File: src/rtl/core/vector_record_bitfield_parser_unit_assert.svh
`ifndef VECTOR_RECORD_BITFIELD_PARSER_UNIT_ASSERT_SVH
`define VECTOR_RECORD_BITFIELD_PARSER_UNIT_ASSERT_SVH
`ifndef SYNTHESIS
`define VRBP_ASSERT_IMPL(lbl, clk, rstn, ante, cons, msg) \
	lbl: assert property (@(posedge clk) disable iff (!rstn) (ante) |-> (cons)) else $error(msg);
`define VRBP_ASSERT_NEXT(lbl, clk, rstn, ante, cons, msg) \
	lbl: assert property (@(posedge clk) disable iff (!rstn) (ante) |=> (cons)) else $error(msg);
`else
`define VRBP_ASSERT_IMPL(lbl, clk, rstn, ante, cons, msg)
`define VRBP_ASSERT_NEXT(lbl, clk, rstn, ante, cons, msg)
`endif
`endif

File: src/rtl/core/vrbp_pkg.sv
package vrbp_pkg;

	localparam int DATA_W = 8;
	localparam int MODE_W = 3;
	localparam int ID_W = 5;
	localparam int VAL_W = 31;
	localparam int CFG_IDX_W = 2;
	localparam int MAX_RESULTS = 8;
	localparam int CNT_W = $clog2(MAX_RESULTS + 1);

	localparam logic [CFG_IDX_W-1:0] REG_DEFAULT_SCALE = 2'd0;
	localparam logic [CFG_IDX_W-1:0] REG_DEFAULT_ROTATE = 2'd1;
	localparam logic [CFG_IDX_W-1:0] REG_DEFAULT_MULTIPLY = 2'd2;
	localparam logic [CFG_IDX_W-1:0] REG_DEFAULT_ADD = 2'd3;

	typedef enum logic {
		ST_IDLE,
		ST_RUN
	} state_t;

	typedef struct packed {
		logic load;
		logic step;
	} cmd_t;

	typedef struct packed {
		logic busy;
		logic progress;
		logic emit;
	} sts_t;

endpackage

File: src/rtl/core/vrbp_if.sv
interface vrbp_in_if;
	logic valid;
	logic ready;
	logic [vrbp_pkg::DATA_W-1:0] data_byte;
	logic [vrbp_pkg::MODE_W-1:0] mode;

	modport source (output valid, data_byte, mode, input ready);
	modport sink (input valid, data_byte, mode, output ready);
endinterface

interface vrbp_out_if;
	logic valid;
	logic ready;
	logic [vrbp_pkg::ID_W-1:0] field_id;
	logic signed [vrbp_pkg::VAL_W-1:0] field_value;
	logic record_last;

	modport source (output valid, field_id, field_value, record_last, input ready);
	modport sink (input valid, field_id, field_value, record_last, output ready);
endinterface

interface vrbp_cfg_if;
	logic valid;
	logic ready;
	logic [vrbp_pkg::CFG_IDX_W-1:0] index;
	logic signed [vrbp_pkg::VAL_W-1:0] data;

	modport source (output valid, index, data, input ready);
	modport sink (input valid, index, data, output ready);
endinterface

File: src/rtl/core/vrbp_datapath.sv
module vrbp_datapath #(
	parameter int RECT_COUNT_BITS = 5,
	parameter int SCALE_COUNT_BITS = 5,
	parameter int ROTATE_COUNT_BITS = 5,
	parameter int TRANSLATE_COUNT_BITS = 5,
	parameter int COLOUR_COUNT_BITS = 4
) (
	input  logic clk,
	input  logic arst_n,
	input  vrbp_pkg::cmd_t cmd,
	output vrbp_pkg::sts_t sts,
	input  logic [vrbp_pkg::DATA_W-1:0] data_byte,
	input  logic [vrbp_pkg::MODE_W-1:0] mode,
	input  logic cfg_we,
	input  logic [vrbp_pkg::CFG_IDX_W-1:0] cfg_index,
	input  logic signed [vrbp_pkg::VAL_W-1:0] cfg_data,
	output logic [vrbp_pkg::ID_W-1:0] field_id,
	output logic signed [vrbp_pkg::VAL_W-1:0] field_value,
	output logic record_last
);
	import vrbp_pkg::*;

	localparam int BUF_W = 40;
	localparam int HELD_W = 6;
	localparam int STEP_W = 5;
	localparam int FW_W = 5;

	localparam logic [MODE_W-1:0] KIND_RECT = 3'd0;
	localparam logic [MODE_W-1:0] KIND_MATRIX = 3'd1;
	localparam logic [MODE_W-1:0] KIND_CX = 3'd2;
	localparam logic [MODE_W-1:0] KIND_CXA = 3'd3;
	localparam logic [MODE_W-1:0] KIND_RGB = 3'd4;
	localparam logic [MODE_W-1:0] KIND_RGBA = 3'd5;

	localparam logic [STEP_W-1:0] STEP_IDLE = 5'd0;
	localparam logic [STEP_W-1:0] STEP_FIRST = 5'd1;

	localparam logic [STEP_W-1:0] RC_CNT = 5'd1;
	localparam logic [STEP_W-1:0] RC_X0 = 5'd2;
	localparam logic [STEP_W-1:0] RC_Y1 = 5'd5;

	localparam logic [STEP_W-1:0] MX_SCALE_FLAG = 5'd1;
	localparam logic [STEP_W-1:0] MX_SCALE_CNT = 5'd2;
	localparam logic [STEP_W-1:0] MX_SX = 5'd3;
	localparam logic [STEP_W-1:0] MX_SY = 5'd4;
	localparam logic [STEP_W-1:0] MX_ROT_FLAG = 5'd5;
	localparam logic [STEP_W-1:0] MX_ROT_CNT = 5'd6;
	localparam logic [STEP_W-1:0] MX_R0 = 5'd7;
	localparam logic [STEP_W-1:0] MX_R1 = 5'd8;
	localparam logic [STEP_W-1:0] MX_TR_CNT = 5'd9;
	localparam logic [STEP_W-1:0] MX_TX = 5'd10;
	localparam logic [STEP_W-1:0] MX_TY = 5'd11;
	localparam logic [STEP_W-1:0] MX_DEF_SX = 5'd12;
	localparam logic [STEP_W-1:0] MX_DEF_SY = 5'd13;
	localparam logic [STEP_W-1:0] MX_DEF_R0 = 5'd14;
	localparam logic [STEP_W-1:0] MX_DEF_R1 = 5'd15;

	localparam logic [STEP_W-1:0] CX_FLAGS = 5'd1;
	localparam logic [STEP_W-1:0] CX_CNT = 5'd2;
	localparam logic [STEP_W-1:0] CX_MR = 5'd3;
	localparam logic [STEP_W-1:0] CX_MA = 5'd6;
	localparam logic [STEP_W-1:0] CX_AR = 5'd7;
	localparam logic [STEP_W-1:0] CX_AA = 5'd10;
	localparam logic [STEP_W-1:0] CX_FID_OFS = 5'd7;

	localparam logic [STEP_W-1:0] RGB_FIRST = 5'd1;
	localparam logic [STEP_W-1:0] RGB_LAST3 = 5'd3;
	localparam logic [STEP_W-1:0] RGB_LAST4 = 5'd4;
	localparam logic [STEP_W-1:0] RGB_FID_OFS = 5'd17;

	localparam logic [ID_W-1:0] FID_SX = 5'd4;
	localparam logic [ID_W-1:0] FID_SY = 5'd5;
	localparam logic [ID_W-1:0] FID_R0 = 5'd6;
	localparam logic [ID_W-1:0] FID_R1 = 5'd7;
	localparam logic [ID_W-1:0] FID_TX = 5'd8;
	localparam logic [ID_W-1:0] FID_TY = 5'd9;

	localparam logic [HELD_W-1:0] BYTE_BITS = HELD_W'(DATA_W);
	localparam logic [HELD_W-1:0] CXFLAG_BITS = 6'd2;
	localparam logic [HELD_W-1:0] FLAG_BITS = 6'd1;

	typedef enum logic [2:0] {
		ACT_BAD,
		ACT_WIDTH,
		ACT_FLAG,
		ACT_CXFLAGS,
		ACT_READ,
		ACT_GIVE
	} act_t;

	logic [BUF_W-1:0] buf_q;
	logic [HELD_W-1:0] held_q;
	logic [STEP_W-1:0] step_q;
	logic [FW_W-1:0] width_q;
	logic [MODE_W-1:0] kind_q;
	logic has_mul_q;
	logic has_add_q;
	logic signed [VAL_W-1:0] def_scale_q;
	logic signed [VAL_W-1:0] def_rotate_q;
	logic signed [VAL_W-1:0] def_mul_q;
	logic signed [VAL_W-1:0] def_add_q;
	logic [ID_W-1:0] fid_q;
	logic signed [VAL_W-1:0] fval_q;
	logic flast_q;

	act_t act;
	logic [HELD_W-1:0] take_w;
	logic [ID_W-1:0] act_id;
	logic act_last;
	logic act_signed;
	logic [STEP_W-1:0] act_next;
	logic [STEP_W-1:0] act_alt;
	logic signed [VAL_W-1:0] act_dflt;
	logic cx_grp;

	logic ok;
	logic [BUF_W-1:0] shifted;
	logic [31:0] take_mask;
	logic [VAL_W-1:0] raw;
	logic sign_bit;
	logic [VAL_W-1:0] read_val;
	logic [HELD_W-1:0] held_left;
	logic [BUF_W:0] keep_mask;
	logic [BUF_W-1:0] buf_left;

	logic start;
	logic [BUF_W-1:0] load_base;
	logic [HELD_W-1:0] held_base;
	logic [HELD_W:0] held_sum;

	always_comb begin
		act = ACT_BAD;
		take_w = '0;
		act_id = '0;
		act_last = 1'b0;
		act_signed = 1'b1;
		act_next = STEP_IDLE;
		act_alt = STEP_IDLE;
		act_dflt = '0;
		cx_grp = 1'b0;
		case (kind_q)
			KIND_RECT: begin
				if (step_q == RC_CNT) begin
					act = ACT_WIDTH;
					take_w = HELD_W'(RECT_COUNT_BITS);
					act_next = RC_X0;
				end else if (step_q >= RC_X0 && step_q <= RC_Y1) begin
					act = ACT_READ;
					take_w = HELD_W'(width_q);
					act_id = ID_W'(step_q - RC_X0);
					act_last = (step_q == RC_Y1);
					act_next = step_q + 5'd1;
				end
			end
			KIND_MATRIX: begin
				case (step_q)
					MX_SCALE_FLAG: begin
						act = ACT_FLAG;
						take_w = FLAG_BITS;
						act_next = MX_SCALE_CNT;
						act_alt = MX_DEF_SX;
					end
					MX_SCALE_CNT: begin
						act = ACT_WIDTH;
						take_w = HELD_W'(SCALE_COUNT_BITS);
						act_next = MX_SX;
					end
					MX_SX: begin
						act = ACT_READ;
						take_w = HELD_W'(width_q);
						act_id = FID_SX;
						act_next = MX_SY;
					end
					MX_SY: begin
						act = ACT_READ;
						take_w = HELD_W'(width_q);
						act_id = FID_SY;
						act_next = MX_ROT_FLAG;
					end
					MX_ROT_FLAG: begin
						act = ACT_FLAG;
						take_w = FLAG_BITS;
						act_next = MX_ROT_CNT;
						act_alt = MX_DEF_R0;
					end
					MX_ROT_CNT: begin
						act = ACT_WIDTH;
						take_w = HELD_W'(ROTATE_COUNT_BITS);
						act_next = MX_R0;
					end
					MX_R0: begin
						act = ACT_READ;
						take_w = HELD_W'(width_q);
						act_id = FID_R0;
						act_next = MX_R1;
					end
					MX_R1: begin
						act = ACT_READ;
						take_w = HELD_W'(width_q);
						act_id = FID_R1;
						act_next = MX_TR_CNT;
					end
					MX_TR_CNT: begin
						act = ACT_WIDTH;
						take_w = HELD_W'(TRANSLATE_COUNT_BITS);
						act_next = MX_TX;
					end
					MX_TX: begin
						act = ACT_READ;
						take_w = HELD_W'(width_q);
						act_id = FID_TX;
						act_next = MX_TY;
					end
					MX_TY: begin
						act = ACT_READ;
						take_w = HELD_W'(width_q);
						act_id = FID_TY;
						act_last = 1'b1;
					end
					MX_DEF_SX: begin
						act = ACT_GIVE;
						act_id = FID_SX;
						act_dflt = def_scale_q;
						act_next = MX_DEF_SY;
					end
					MX_DEF_SY: begin
						act = ACT_GIVE;
						act_id = FID_SY;
						act_dflt = def_scale_q;
						act_next = MX_ROT_FLAG;
					end
					MX_DEF_R0: begin
						act = ACT_GIVE;
						act_id = FID_R0;
						act_dflt = def_rotate_q;
						act_next = MX_DEF_R1;
					end
					MX_DEF_R1: begin
						act = ACT_GIVE;
						act_id = FID_R1;
						act_dflt = def_rotate_q;
						act_next = MX_TR_CNT;
					end
					default: begin
						act = ACT_BAD;
					end
				endcase
			end
			KIND_CX, KIND_CXA: begin
				if (step_q == CX_FLAGS) begin
					act = ACT_CXFLAGS;
					take_w = CXFLAG_BITS;
					act_next = CX_CNT;
				end else if (step_q == CX_CNT) begin
					act = ACT_WIDTH;
					take_w = HELD_W'(COLOUR_COUNT_BITS);
					act_next = CX_MR;
				end else if (step_q >= CX_MR && step_q <= CX_AA) begin
					cx_grp = (step_q < CX_AR) ? has_mul_q : has_add_q;
					act_id = ID_W'(step_q + CX_FID_OFS);
					act_last = (step_q == CX_AA);
					act_next = step_q + 5'd1;
					act_dflt = (step_q < CX_AR) ? def_mul_q : def_add_q;
					if (cx_grp && (!(step_q == CX_MA || step_q == CX_AA)
							|| kind_q == KIND_CXA)) begin
						act = ACT_READ;
						take_w = HELD_W'(width_q);
					end else begin
						act = ACT_GIVE;
					end
				end
			end
			KIND_RGB, KIND_RGBA: begin
				if (step_q >= RGB_FIRST
					&& step_q <= ((kind_q == KIND_RGBA) ? RGB_LAST4 : RGB_LAST3)) begin
					act = ACT_READ;
					take_w = BYTE_BITS;
					act_signed = 1'b0;
					act_id = ID_W'(step_q + RGB_FID_OFS);
					act_last = (step_q == ((kind_q == KIND_RGBA) ? RGB_LAST4 : RGB_LAST3));
					act_next = step_q + 5'd1;
				end
			end
			default: begin
				act = ACT_BAD;
			end
		endcase
	end

	assign ok = (held_q >= take_w);
	assign shifted = buf_q >> (held_q - take_w);
	assign take_mask = (32'd1 << take_w) - 32'd1;
	assign raw = shifted[VAL_W-1:0] & take_mask[VAL_W-1:0];
	assign sign_bit = |(raw & (take_mask[VAL_W-1:0] ^ (take_mask[VAL_W-1:0] >> 1)));
	assign read_val = (act_signed && sign_bit) ? (raw | ~take_mask[VAL_W-1:0]) : raw;
	assign held_left = held_q - take_w;
	assign keep_mask = ((BUF_W+1)'(1) << held_left) - (BUF_W+1)'(1);
	assign buf_left = buf_q & keep_mask[BUF_W-1:0];

	assign sts.busy = (step_q != STEP_IDLE);
	assign sts.progress = (act != ACT_BAD) && ok;
	assign sts.emit = (act == ACT_READ || act == ACT_GIVE) && ok;

	assign start = (step_q == STEP_IDLE);
	assign load_base = start ? '0 : buf_q;
	assign held_base = start ? '0 : held_q;
	assign held_sum = {1'b0, held_base} + {1'b0, BYTE_BITS};

	always_ff @(posedge clk or negedge arst_n) begin
		if (!arst_n) begin
			buf_q <= '0;
			held_q <= '0;
			step_q <= STEP_IDLE;
			width_q <= '0;
			kind_q <= KIND_RECT;
			has_mul_q <= 1'b0;
			has_add_q <= 1'b0;
		end else if (cmd.load) begin
			if (!start || mode <= KIND_RGBA) begin
				if (start) begin
					kind_q <= mode;
					step_q <= STEP_FIRST;
					width_q <= '0;
					has_mul_q <= 1'b0;
					has_add_q <= 1'b0;
				end
				buf_q <= {load_base[BUF_W-DATA_W-1:0], data_byte};
				held_q <= (held_sum > (HELD_W+1)'(BUF_W)) ? HELD_W'(BUF_W) : held_sum[HELD_W-1:0];
			end
		end else if (cmd.step) begin
			if (act == ACT_BAD) begin
				step_q <= STEP_IDLE;
				buf_q <= '0;
				held_q <= '0;
			end else if (ok) begin
				buf_q <= buf_left;
				held_q <= held_left;
				case (act)
					ACT_WIDTH: begin
						width_q <= raw[FW_W-1:0];
						step_q <= act_next;
					end
					ACT_FLAG: begin
						step_q <= raw[0] ? act_next : act_alt;
					end
					ACT_CXFLAGS: begin
						has_add_q <= raw[1];
						has_mul_q <= raw[0];
						step_q <= act_next;
					end
					default: begin
						if (act_last) begin
							step_q <= STEP_IDLE;
							buf_q <= '0;
							held_q <= '0;
						end else begin
							step_q <= act_next;
						end
					end
				endcase
			end
		end
	end

	always_ff @(posedge clk or negedge arst_n) begin
		if (!arst_n) begin
			def_scale_q <= 31'sd65536;
			def_rotate_q <= '0;
			def_mul_q <= 31'sd256;
			def_add_q <= '0;
		end else if (cfg_we) begin
			case (cfg_index)
				REG_DEFAULT_SCALE: def_scale_q <= cfg_data;
				REG_DEFAULT_ROTATE: def_rotate_q <= cfg_data;
				REG_DEFAULT_MULTIPLY: def_mul_q <= cfg_data;
				REG_DEFAULT_ADD: def_add_q <= cfg_data;
				default: def_add_q <= def_add_q;
			endcase
		end
	end

	always_ff @(posedge clk) begin
		if (cmd.step && sts.emit) begin
			fid_q <= act_id;
			fval_q <= (act == ACT_READ) ? signed'(read_val) : act_dflt;
			flast_q <= act_last;
		end
	end

	assign field_id = fid_q;
	assign field_value = fval_q;
	assign record_last = flast_q;

endmodule

File: src/rtl/core/vrbp_ctrl.sv
`include "vector_record_bitfield_parser_unit_assert.svh"

module vrbp_ctrl (
	input  logic clk,
	input  logic arst_n,
	input  logic in_valid,
	output logic in_ready,
	output logic out_valid,
	input  logic out_ready,
	output vrbp_pkg::cmd_t cmd,
	input  vrbp_pkg::sts_t sts
);
	import vrbp_pkg::*;

	state_t state_q;
	state_t state_d;
	logic [CNT_W-1:0] cnt_q;
	logic out_valid_q;
	logic slot_free;
	logic cap_hit;

	assign slot_free = !out_valid_q || out_ready;
	assign cap_hit = (cnt_q == CNT_W'(MAX_RESULTS));

	always_comb begin
		state_d = state_q;
		case (state_q)
			ST_IDLE: begin
				if (in_valid) begin
					state_d = ST_RUN;
				end
			end
			ST_RUN: begin
				if (!sts.busy || cap_hit) begin
					state_d = ST_IDLE;
				end else if (cmd.step && !sts.progress) begin
					state_d = ST_IDLE;
				end
			end
			default: begin
				state_d = ST_IDLE;
			end
		endcase
	end

	always_comb begin
		in_ready = 1'b0;
		cmd.load = 1'b0;
		cmd.step = 1'b0;
		case (state_q)
			ST_IDLE: begin
				in_ready = 1'b1;
				cmd.load = in_valid;
			end
			ST_RUN: begin
				cmd.step = sts.busy && !cap_hit && (!sts.emit || slot_free);
			end
			default: begin
				in_ready = 1'b0;
			end
		endcase
	end

	always_ff @(posedge clk or negedge arst_n) begin
		if (!arst_n) begin
			state_q <= ST_IDLE;
			cnt_q <= '0;
			out_valid_q <= 1'b0;
		end else begin
			state_q <= state_d;
			if (cmd.load) begin
				cnt_q <= '0;
			end else if (cmd.step && sts.emit) begin
				cnt_q <= cnt_q + CNT_W'(1);
			end
			if (cmd.step && sts.emit) begin
				out_valid_q <= 1'b1;
			end else if (out_ready) begin
				out_valid_q <= 1'b0;
			end
		end
	end

	assign out_valid = out_valid_q;

	`VRBP_ASSERT_IMPL(a_no_overwrite, clk, arst_n, cmd.step && sts.emit,
		!out_valid_q || out_ready, "result register overwritten while held")
	`VRBP_ASSERT_NEXT(a_accept_run, clk, arst_n, in_valid && in_ready,
		state_q == ST_RUN && cnt_q == '0, "accepted byte did not start a run")
	`VRBP_ASSERT_NEXT(a_cap_idle, clk, arst_n, state_q == ST_RUN && cap_hit,
		state_q == ST_IDLE, "result cap did not end the run")
	`VRBP_ASSERT_IMPL(a_step_run, clk, arst_n, cmd.step,
		state_q == ST_RUN && sts.busy && !in_ready, "step issued outside a run")

endmodule

File: src/rtl/core/vector_record_bitfield_parser_unit.sv
// Vector record bit-field parser.
// record: one byte per transaction (data_byte, mode); mode is sampled only on
//   the first byte of a record (0 rect, 1 matrix, 2/3 colour transform, 4 rgb,
//   5 rgba); a first byte with mode 6 or 7 is dropped.
// fields: one transaction per decoded field (field_id, field_value,
//   record_last), held in an output register until taken.
// cfg: register writes (default scale, rotate, multiply, add), always ready;
//   write only while the block is idle.
// Decoding: after a byte is accepted the controller runs one decode step per
//   cycle (count width, flag, field or default) while no emitting step waits
//   for the output register; a field appears on fields in the cycle after
//   its step, and the block gives at most eight fields per byte.
// A stalled receiver holds the pending field; the next emitting step waits
//   for the output register, and record is not ready until the run ends.
// Reset clears the bit buffer, record state and output valid, and loads the
//   default registers with their reset values.
module vector_record_bitfield_parser_unit #(
	parameter int RECT_COUNT_BITS = 5,
	parameter int SCALE_COUNT_BITS = 5,
	parameter int ROTATE_COUNT_BITS = 5,
	parameter int TRANSLATE_COUNT_BITS = 5,
	parameter int COLOUR_COUNT_BITS = 4
) (
	input logic clk,
	input logic arst_n,
	vrbp_in_if.sink record,
	vrbp_out_if.source fields,
	vrbp_cfg_if.sink cfg
);
	import vrbp_pkg::*;

	cmd_t cmd;
	sts_t sts;

	assign cfg.ready = 1'b1;

	vrbp_ctrl u_ctrl (
		.clk(clk),
		.arst_n(arst_n),
		.in_valid(record.valid),
		.in_ready(record.ready),
		.out_valid(fields.valid),
		.out_ready(fields.ready),
		.cmd(cmd),
		.sts(sts)
	);

	vrbp_datapath #(
		.RECT_COUNT_BITS(RECT_COUNT_BITS),
		.SCALE_COUNT_BITS(SCALE_COUNT_BITS),
		.ROTATE_COUNT_BITS(ROTATE_COUNT_BITS),
		.TRANSLATE_COUNT_BITS(TRANSLATE_COUNT_BITS),
		.COLOUR_COUNT_BITS(COLOUR_COUNT_BITS)
	) u_datapath (
		.clk(clk),
		.arst_n(arst_n),
		.cmd(cmd),
		.sts(sts),
		.data_byte(record.data_byte),
		.mode(record.mode),
		.cfg_we(cfg.valid),
		.cfg_index(cfg.index),
		.cfg_data(cfg.data),
		.field_id(fields.field_id),
		.field_value(fields.field_value),
		.record_last(fields.record_last)
	);

endmodule

File: src/flat_wrapper.sv
// flat-port wrapper written by rule: the top's interface ports become plain ports
module vector_record_bitfield_parser_unit_flat import vrbp_pkg::*;
#(
	parameter int RECT_COUNT_BITS = 5,
	parameter int SCALE_COUNT_BITS = 5,
	parameter int ROTATE_COUNT_BITS = 5,
	parameter int TRANSLATE_COUNT_BITS = 5,
	parameter int COLOUR_COUNT_BITS = 4
)
  (clk, arst_n, record_valid, record_data_byte, record_mode, record_ready, fields_valid, fields_field_id, fields_field_value, fields_record_last, fields_ready, cfg_valid, cfg_index, cfg_data, cfg_ready);
  vrbp_in_if record_i ();
  vrbp_out_if fields_i ();
  vrbp_cfg_if cfg_i ();
  input logic clk;
  input logic arst_n;
  input wire logic [$bits(record_i.valid)-1:0] record_valid;
  input wire logic [$bits(record_i.data_byte)-1:0] record_data_byte;
  input wire logic [$bits(record_i.mode)-1:0] record_mode;
  output wire logic [$bits(record_i.ready)-1:0] record_ready;
  output wire logic [$bits(fields_i.valid)-1:0] fields_valid;
  output wire logic [$bits(fields_i.field_id)-1:0] fields_field_id;
  output wire logic [$bits(fields_i.field_value)-1:0] fields_field_value;
  output wire logic [$bits(fields_i.record_last)-1:0] fields_record_last;
  input wire logic [$bits(fields_i.ready)-1:0] fields_ready;
  input wire logic [$bits(cfg_i.valid)-1:0] cfg_valid;
  input wire logic [$bits(cfg_i.index)-1:0] cfg_index;
  input wire logic [$bits(cfg_i.data)-1:0] cfg_data;
  output wire logic [$bits(cfg_i.ready)-1:0] cfg_ready;
  assign record_i.valid = record_valid;
  assign record_i.data_byte = record_data_byte;
  assign record_i.mode = record_mode;
  assign record_ready = record_i.ready;
  assign fields_valid = fields_i.valid;
  assign fields_field_id = fields_i.field_id;
  assign fields_field_value = fields_i.field_value;
  assign fields_record_last = fields_i.record_last;
  assign fields_i.ready = fields_ready;
  assign cfg_i.valid = cfg_valid;
  assign cfg_i.index = cfg_index;
  assign cfg_i.data = cfg_data;
  assign cfg_ready = cfg_i.ready;
  vector_record_bitfield_parser_unit #(.RECT_COUNT_BITS(RECT_COUNT_BITS), .SCALE_COUNT_BITS(SCALE_COUNT_BITS), .ROTATE_COUNT_BITS(ROTATE_COUNT_BITS), .TRANSLATE_COUNT_BITS(TRANSLATE_COUNT_BITS), .COLOUR_COUNT_BITS(COLOUR_COUNT_BITS)) u_core (.clk(clk), .arst_n(arst_n), .record(record_i), .fields(fields_i), .cfg(cfg_i));
endmodule
File: config.mk
export PLATFORM = sky130hd
export DESIGN_NAME = vector_record_bitfield_parser_unit_flat
export DESIGN_NICKNAME = d
export VERILOG_FILES = /design/src/rtl/core/vrbp_pkg.sv /design/src/rtl/core/vrbp_if.sv /design/src/rtl/core/vrbp_datapath.sv /design/src/rtl/core/vrbp_ctrl.sv /design/src/rtl/core/vector_record_bitfield_parser_unit.sv /design/src/flat_wrapper.sv
export VERILOG_INCLUDE_DIRS = /design/src /design/src/rtl/core
export SDC_FILE = /design/constraint.sdc
export NUM_CORES = 1
export LEC_CHECK = 0
export BUFFER_PORTS_ARGS = -buffer_cell sky130_fd_sc_hd__buf_2
export CAP_MARGIN = 20
export CORE_ASPECT_RATIO = 1.5
export CORE_MARGIN = 1
export CORE_UTILIZATION = 60
export CTS_CLUSTER_DIAMETER = 120
export DETAILED_ROUTE_END_ITERATION = 10
export PLACE_DENSITY = 0.83
export RECOVER_POWER = 25
export SETUP_SLACK_MARGIN = 0.4
export SLEW_MARGIN = 20
export SYNTH_ARGS = -nofsm -noshare
export SYNTH_HDL_FRONTEND = slang
export SYNTH_SLANG_ARGS = --single-unit
File: constraint.sdc
create_clock -name clk -period 18 [get_ports clk]
set_input_delay 1.8 -clock clk [delete_from_list [all_inputs] [get_ports clk]]
set_output_delay 1.8 -clock clk [all_outputs]
set_load 0.03 [all_outputs]
# Word-level counts from Yosys, hierarchy flattened
# Cells that the tools add are included.
# word_totals
reg_bits	228
elab_cells	253
# classes
bitwise_logic	7
shift	3
n_addsub	9
n_reduce_logical	62
muxes	112
magnitude_cmp	10
n_eq_ne	33
# ops
cell	n
$mux 40	7
$mux 31	6
$mux 5	33
$pmux 31 s2	2
$and 31x31->31	2
$pmux 5 s4	3
$mux 6	9
$pmux 4 s12	1
$and 40x40->40	1
$eq 5x4->1 const B	8
$shl 1x6->40 const A	1
$shr 40x6->31	1
$sub 40x2->40 const B	1
$mux 32	1
$mux 1	31
$not 31->31	1
$or 31x31->31	1
$reduce_or 31->1	1
$shl 1x5->31 const A	1
$sub 31x1->31 const B	1
$xor 31x30->31	1
$pmux 3 s4	2
$pmux 4 s6	1
$mux 3	7
other kinds (52)	113

# Longest topological paths before layout
# Gate-level depths: netlist of the first run.
# logic_depth
depth_word	21
depth_mapped	32
mapped_depth_nobuf	24

# Hierarchy
# A second synthesis of the first run with hierarchy kept.
# unflattened
hier_cells	1665
hier_area_um2	15482.3
# by_module_without_submodules
mod	area_each_um2	instances	cells_each
vrbp_datapath	15137.0	1	1628
vrbp_ctrl	334.1	1	35
vector_record_bitfield_parser_unit	11.3	1	2

# Least setup slack after synthesis of the first run
# Ideal clock, no wire load.
# synth_path
path_type	flip-flop to flip-flop
start	register u_core.u_datapath.step_q[2]
end	register u_core.u_ctrl.cnt_q[3]
arrival_ps	9482
slack_ps	8385
required_ps	17868
path_stages_with_launch	24
period_less_slack_ps	9615
cell_sequence	dfrtp_1 -> buf_2 -> buf_2 -> inv_1 -> ha_1 -> a2111oi_1 -> a2111o_1 -> nor4_4 -> o31a_1 -> nor2_2 -> inv_2 -> buf_2 -> ha_1 -> buf_2 -> clkbuf_1 -> clkbuf_1 -> clkbuf_1 -> a41o_1 -> a211oi_1 -> or2_2 -> nor4_1 -> nand4_1 -> xor2_1 -> nor2_1
# synth_between
elab_chain_cells	19
elab_cells_between_ends	65
# synth_lines
item	line_no	source
start: declaration	vrbp_datapath.sv:93	logic [STEP_W-1:0] step_q;
start signal: assignment	vrbp_datapath.sv:341	step_q <= act_next;
start signal: assignment	vrbp_datapath.sv:344	step_q <= raw[0] ? act_next : act_alt;
start signal: assignment	vrbp_datapath.sv:349	step_q <= act_next;
branches (longest 17 deep; another with $ge 6x6->1)	--	
$logic_and 1x1->1 *	vrbp_ctrl.sv:73	end else if (cmd.step && sts.emit) begin
$reduce_bool 2->1 (no source line) *	--	
end signal: assignment	vrbp_ctrl.sv:74	cnt_q <= cnt_q + CNT_W'(1);
end: declaration	vrbp_ctrl.sv:17	logic [CNT_W-1:0] cnt_q;
# Mark *: on every way between the ends.
# A chain may end at the register's enable or synchronous reset.

# Final worst setup path of the first run
# layout_path
start	register u_core.u_datapath.step_q[2]
end	register u_core.u_datapath.fval_q[25], in the netlist u_core.u_datapath.field_value[25], data pin
# layout_between
elab_chain_cells	18
elab_cells_between_ends	76
# layout_lines
item	line_no	source
branches (longest 17 deep; another with $sub 6x6->6)	--	
$mux 31 *	vrbp_datapath.sv:385	fval_q <= (act == ACT_READ) ? signed'(read_val) : act_dflt;
end signal: assignment	vrbp_datapath.sv:385	
end: declaration	vrbp_datapath.sv:103	logic signed [VAL_W-1:0] fval_q;
# Marked as above.

==> results.md, run 1 <==
* Final setup viols at 0
* Gate count of the mapped netlist at 1661
* Initial Util at 61.1%
* Final WS setup at 9200 ps
* DR vias/cell at 7.26
* Post-Syn Area at 15700 µm²
* Maximum clock frequency at 114 MHz
* Placement Setup Slack at 9440 ps
* TritonCTS Buffers at 24
* Filler Cell Count at 2072
* Die Area at 26900 µm²
* Antenna Nets Post-Route at 0
* 1st-iter DRT viols at 1374
* Clock slew at reported path FFs at 60 ps
* CP max FO at 53
* Initial antenna violation count at 1
* Yosys warns at 0
* I/O Buffers at 87
* Commonest non-fill, non-tap cells in the layout: dfrtp_1, mux2_2, nand2_1, nor2_1, o21ai_0
* I/O pins at 89
* Largest net degree at the start of global routing at 69
* Global-route wire length before repair at 85200 µm
* Max Cap Violations at 4
* Metal2 WL at 27100 µm
* Final Max Slew Viols at 165
* Outcome: finished, violations left
* Tcrit/Tclk final at 48.9%
* Top cells by area, synth: dfrtp_1, mux2_2, edfxtp_1, mux2i_1, o21ai_0
* GRT Util Overall at 41.3%
* Post-Route M1 WL at 19200 µm
* Routed wire per std cell at 27.1 µm
* Syn_nets at 1736
* Die H at 200 µm
* Post-CTS Resized at 0
* Mean Syn Cell Area at 9.47 µm²
* Asr flop ratio synth at 83.8%
* Final Hold Fails at 0
* Setup TNS at 0 ps
* CORE AREA at 25800 µm²
* Fin area at 17200 µm²
* Max Used Layer: met4
* Most common cell after layout, fill and taps aside: dfrtp_1
* Post-DP HPWL at 38400 µm
* Remaining Overflow, GRT at 0
* Area after DPL at 16400 µm²
* Share of layout cells above drive strength 1 at 22.0%
* Critical Path RT at 18250 ps
* CTS Root Cell: clkbuf_16
* Min-Delay Path Class: reg -> reg
* Setup CP Type: reg -> reg
* Clk sinks at 228
* Clk_skew at 15.6 ps
* Failing checks: max-capacitance violations, max-slew violations
* Worst EP arrival at 9060 ps
* Cell variety after synth at 93
* Die width at 134 µm
* Final WL at 55000 µm
* Met3 Routed Length at 4500 µm
* Layout net count at 1750
* Area growth syn-to-layout at 9.46%
* Number of global-route vias before repair at 14600
* Worst setup SP type: flop
* Top cell type's share of synthesized area at 30.1%
* Critical Path End Type: flop
* DR vias at 14700
* Synth Register Bits at 228
* H-tree Lvls at 1
* TritonCTS clock tree: done
* Clock Path Buffers at 3
* Hold buffer count at CTS at 0
* Number of synthesized flops with an enable pin at 37
* Worst slew pin tran at 3650 ps
* Tmin final at 8800 ps
* Seq/Total Area, Yosys at 37.5%
* Rows at 72
* Final core occ at 66.8%
* Slew margin rel. at -143%
* DR pass1 iterations at 9
* DRC viols at 0
* Postcts setup bufs at 0
* Unrepaired setup endpoints after global routing: no
* Synth area leader: dfrtp_1
* Top_reg_cell synth: dfrtp_1
* Final GP Congestion at 1.01
* Later-pin clock latency in the skew report at 550 ps
[flip-flops by register name, indices dropped and copies added, names as in the netlist]
name	flops
u_core.u_datapath.def_mul_q	31
u_core.u_datapath.step_q	5
u_core.u_datapath.field_value	31
u_core.u_ctrl.state_q	1
u_core.u_datapath.has_add_q	1
u_core.u_datapath.record_last	1
u_core.u_datapath.field_id	5
u_core.u_datapath.def_rotate_q	31
u_core.u_datapath.buf_q	40
u_core.u_datapath.def_add_q	31
u_core.u_datapath.kind_q	3
u_core.u_datapath.width_q	5
u_core.u_datapath.has_mul_q	1
u_core.u_ctrl.out_valid	1
u_core.u_datapath.def_scale_q	31
u_core.u_datapath.held_q	6
u_core.u_ctrl.cnt_q	4
[stage by stage]
step                      hold slack, ps  std cells
final                                505       2027
after global routing                 510       2026
after CTS                            506       2026
after detailed placement             492       1982
after global placement               486       1982
after floorplan                      471       1661
[worst paths after layout]
kind                                                                   from                                            to  slack [ps]  cells past startpoint
min in group asynchronous                                            arst_n       u_core.u_datapath.buf_q[31]$_DFFE_PN0P_        2490                      1
worst min register to register  u_core.u_datapath.def_add_q[13]$_DFFE_PN0P_   u_core.u_datapath.def_add_q[13]$_DFFE_PN0P_         510                      1
worst min-delay path            u_core.u_datapath.def_add_q[13]$_DFFE_PN0P_   u_core.u_datapath.def_add_q[13]$_DFFE_PN0P_         510                      1
max in group asynchronous                                            arst_n  u_core.u_datapath.def_scale_q[5]$_DFFE_PN0P_       13190                      2
worst max-delay path                u_core.u_datapath.step_q[2]$_DFFE_PN0P_   u_core.u_datapath.field_value[25]$_DFFE_PP_        9200                     24
worst max register to register      u_core.u_datapath.step_q[2]$_DFFE_PN0P_   u_core.u_datapath.field_value[25]$_DFFE_PP_        9200                     24
[worst max-delay path, cell delays in order, from the launching register on]
cell and delay [ps]:
dfrtp_1 330, buf_4 320, inv_1 240, ha_1 260, a2111oi_1 510, a2111o_1 330
nor4_4 110, o31a_1 370, nor2_2 350, inv_2 210, ha_2 250, fa_2 520
buf_4 500, inv_2 320, a211oi_1 260, a211o_1 180, o21ai_0 140, mux4_2 520
a31oi_1 650, nor4_1 120, o21ai_0 260, nand4_1 160, or4_4 540, nor3b_4 850
o31ai_1 170
[cells in the mapped netlist, drive strengths merged (7+ instances only)]
cell      n
dfrtp   189
mux2    152
nand2   151
nor2    133
o21ai   126
mux2i    90
clkbuf   86
a21oi    75
buf      47
a22o     45
a22oi    45
o31ai    39
edfxtp   37
o22ai    35
nor3     33
inv      28
ha       25
nand3    25
a31oi    17
nor2b    17
mux4     16
o221ai   16
nor4     15
and3     14
a211oi   13
xnor2    13
o211ai   12
nand4    11
o21a     11
nand2b    8
xor2      8
a32oi     7
and2      7
o32ai     7
[final cells by class]
type / count / area [µm²] / share of cell area [%]
multi-input combinational: 1272 / 9280 / 53.9
sequential: 228 / 5890 / 34.2
clock buffer: 34 / 721 / 4.19
timing repair buffer: 121 / 676 / 3.92
tap: 333 / 417 / 2.42
clock inverter: 10 / 123 / 0.712
inverter: 28 / 105 / 0.610
antenna: 1 / 2.50 / 0.0145
[kinds of logic after synthesis]
family,after synthesis,share of synthesized area (%)
XOR/XNOR,21,1.17
multiplexers,258,18.9
buffers and inverters,161,4.23
AO/OA/AOI/OAI,518,22.6
flip-flops,228,37.5
adder cells (fa/ha/maj),26,2.12
other,1,0.0238
AND/OR/NAND/NOR,448,13.5
[metal layers]
metal	GRT usage, %	vias up
li1	-	6323
met2	69.5	895
met1	46.4	7219
met5	0	-
met4	27.6	0
met3	9.14	273
Power of run 1 is left out: the tool's default activity adds up to more than one toggle a clock period on the data nets, which glitch-free logic cannot reach.
==> run 2: changes to the inputs <==
ABC_AREA = 1   (was unset)
CORE_UTILIZATION = 57   (was 60)
PLACE_DENSITY = 0.82   (was 0.83)
clock period = 7.6 ns   (was 18 ns; I/O delays follow)
==> run 2 against run 1 <==
The flow still finishes with violations (max-capacitance violations, max-slew violations). Die area grew 10%. Critical endpoint is now u_core.u_datapath.field_value[30]$_DFFE_PP_. Sequential share of layout area shrank 1.2 points. Clock skew grew 12 ps. Register-to-register slack lost 8400 ps. Maximum frequency grew 29%. First-iteration DRC count grew 22%. Critical path depth grew 5.
==> results.md, run 2 <==
* Clock Path Buffers at 3 (unchanged)
* Worst EP arrival at 7240 ps (-1820 ps)
* Top reg by flops: u_core.u_datapath.buf_q
* Max incr delay on CP at 880 ps (+30 ps)
* Min-Delay Path Class: in -> reg
* CORE AREA at 28200 µm² (+9.3%)
* Slack of the worst reg-to-reg path at 770 ps (-8430 ps)
* Final GP Congestion at 1.06 (+4.7%)
* Synth Register Bits at 228 (unchanged)
* Number of synthesized flops with an enable pin at 37 (unchanged)
* Clk sinks at 228 (unchanged)
* Critical Path RT at 8010 ps (-10240 ps)
* TritonCTS Buffers at 24 (unchanged)
* GRT Util Overall at 42.1% (+0.83 points)
* TritonCTS clock tree: done
* Most common cell after layout, fill and taps aside: nand2_1
* H-tree Lvls at 1 (unchanged)
* Routed wire per std cell at 22.8 µm (-16%)
* Die width at 141 µm (+4.9%)
* Failing checks: max-capacitance violations, max-slew violations
* Post-Syn Area at 16500 µm² (+4.6%)
* Hold buffer count at CTS at 0 (unchanged)
* Cell repeated most along the worst path: nor2_1
* Worst setup SP type: flop
* Max Cap Violations at 2 (-2)
* Later-pin clock latency in the skew report at 560 ps (about the same)
* Rows at 75 (+4.2%)
* Asr flop ratio synth at 83.8% (unchanged)
* Area growth syn-to-layout at 8.59%
* Postcts setup bufs at 0 (unchanged)
* Final Max Slew Viols at 178 (+7.9%)
* Synth cell count leaders: nand2_1, o21ai_0, inv_1
* Hold slack at 413 ps (-92.4 ps)
* Seq/Total Area, Yosys at 35.8% (-1.7 points)
* Critical Path Source: u_core.u_datapath.step_q[0]$_DFFE_PN0P_
* Worst slew pin tran at 5530 ps (+1880 ps)
* Synth area leader: dfrtp_1
* Cell variety after synth at 67 (-28%)
* Global-route wire length before repair at 94800 µm (+11%)
* Post-DP HPWL at 44100 µm (+15%)
* Tmin final at 6830 ps (-1970 ps)
* Post-CTS Resized at 0 (unchanged)
* Final WL at 61300 µm (+11%)
* Top cell type's share of synthesized area at 28.7% (-1.3 points)
* Top_reg_cell synth: dfrtp_1
* Setup CP Type: reg -> reg
* Gate count of the mapped netlist at 2294 (+38%)
* Top cells by area, synth: dfrtp_1, nand2_1, o21ai_0, edfxtp_1, inv_1
* Maximum clock frequency at 146 MHz (+29%)
* Max stage delay cell, worst path: o21ai_0
* Mean Syn Cell Area at 7.17 µm² (-24%)
* Tcrit/Tclk final at 89.9% (+41 points)
* Setup TNS at 0 ps (unchanged)
* DR pass1 iterations at 6 (-3)
* Clk_skew at 27.8 ps (+12.2 ps)
* DR vias/cell at 6.24 (-14%)
* Reg-to-reg critical path startpoint: u_core.u_datapath.step_q[0]$_DFFE_PN0P_
* Die H at 210 µm (+4.9%)
* Largest register FFs at 40 (unchanged)
* Antenna Nets Post-Route at 0 (unchanged)
* I/O pins at 89 (unchanged)
* Syn_nets at 2369 (+36%)
* Initial Util at 58.5% (-2.6 points)
* Most frequent cell after synthesis: nand2_1
* Min-delay src: fields_ready
* I/O Buffers at 87 (unchanged)
* Share of layout cells above drive strength 1 at 14.4% (-7.6 points)
* Final setup viols at 0 (unchanged)
* Initial antenna violation count at 2 (+1)
* DRC viols at 0 (unchanged)
* DR vias at 16800 (+14%)
* Final Hold Fails at 0 (unchanged)
* Number of global-route vias before repair at 16600 (+14%)
* CTS Root Cell: clkbuf_16
* Remaining Overflow, GRT at 0 (unchanged)
* CP max FO at 33 (-38%)
* Outcome: finished, violations left
* Yosys warns at 0 (unchanged)
* 1st-iter DRT viols at 1670 (+22%)
* Largest net degree at the start of global routing at 115 (+67%)
* Commonest non-fill, non-tap cells in the layout: nand2_1, o21ai_0, inv_1, nor2_1, dfrtp_1
* Critical Path End Type: flop
* Layout net count at 2398 (+37%)
* Clock slew at reported path FFs at 70 ps (about the same)
* Die Area at 29600 µm² (+10%)
* Slew margin rel. at -269% (-130 points)
* Unrepaired setup endpoints after global routing: no
## run 2: cell count changes after synthesis, sizes merged, moves of 40 or more
cell   previous run  this run
a22oi            45         5
inv              28       249
mux2            152        31
mux2i            90        13
nand2           151       607
nand3            25       133
nor2            133       219
o21ai           126       314
## run 2: cell type report
type	count	area [µm²]
flip-flops and latches	228	5890
clock inverters	16	105
well taps	346	433
diodes	2	5.00
repair buffers	119	701
fillers	2564	10300
multi-input cells	1698	9130
clock buffers	28	647
inverters	252	956
## run 2: cell families after synthesis
family                   count (synthesis)  synth area share, %
AO/OA/AOI/OAI                          552                 20.1
XOR/XNOR                                18                 1.00
adder cells (fa/ha/maj)                 26                 2.02
buffers and inverters                  368                 8.95
flip-flops                             228                 35.8
multiplexers                            44                 2.91
other                                    1               0.0228
AND/OR/NAND/NOR                       1057                 29.2
## run 2: path summary, 6_finish.rpt
kind	end	cells past startpoint
max in group asynchronous	u_core.u_datapath.width_q[3]$_DFFE_PN0P_	1
min in group asynchronous	u_core.u_datapath.buf_q[33]$_DFFE_PN0P_	1
setup reg to reg	u_core.u_datapath.field_value[30]$_DFFE_PP_	29
hold reg to reg	u_core.u_datapath.def_add_q[6]$_DFFE_PN0P_	2
setup / recovery	u_core.u_datapath.field_value[30]$_DFFE_PP_	29
hold / removal	u_core.u_ctrl.out_valid$_DFFE_PN0P_	2
## run 2: per-layer routing
metal	vias to the layer above	part of all wire (%)	global-route usage, %
li1	7755	-	-
met1	7892	36	46.2
met2	841	48	71.2
met3	282	8.1	10.4
met4	2	8.1	30.0
met5	-	0.029	0
## run 2: worst max-delay path: cells and delay by family, from the launching register on
| kind | cells | cell delay [ps] |
|---|---|---|
| AOI/OAI and AO/OA | 5 | 2170 |
| adders and majority gates | 2 | 650 |
| buffers and inverters | 3 | 670 |
| DFF | 1 | 460 |
| muxes | 1 | 410 |
| and+or+nand+nor | 18 | 2310 |
## run 2: per-stage QoR
stage               worst slack (ps)  cell area [µm²]  util (%)  cells
floorplan                       2770            16500         -   2294
global placement                1220            17100      60.7   2641
detailed placement              1070            17100      60.8   2643
CTS                             1020            17900      63.5   2687
global route                     479            17900      63.5   2687
finish                           767            17900      63.5   2689
Power of run 2 is left out for the same reason.
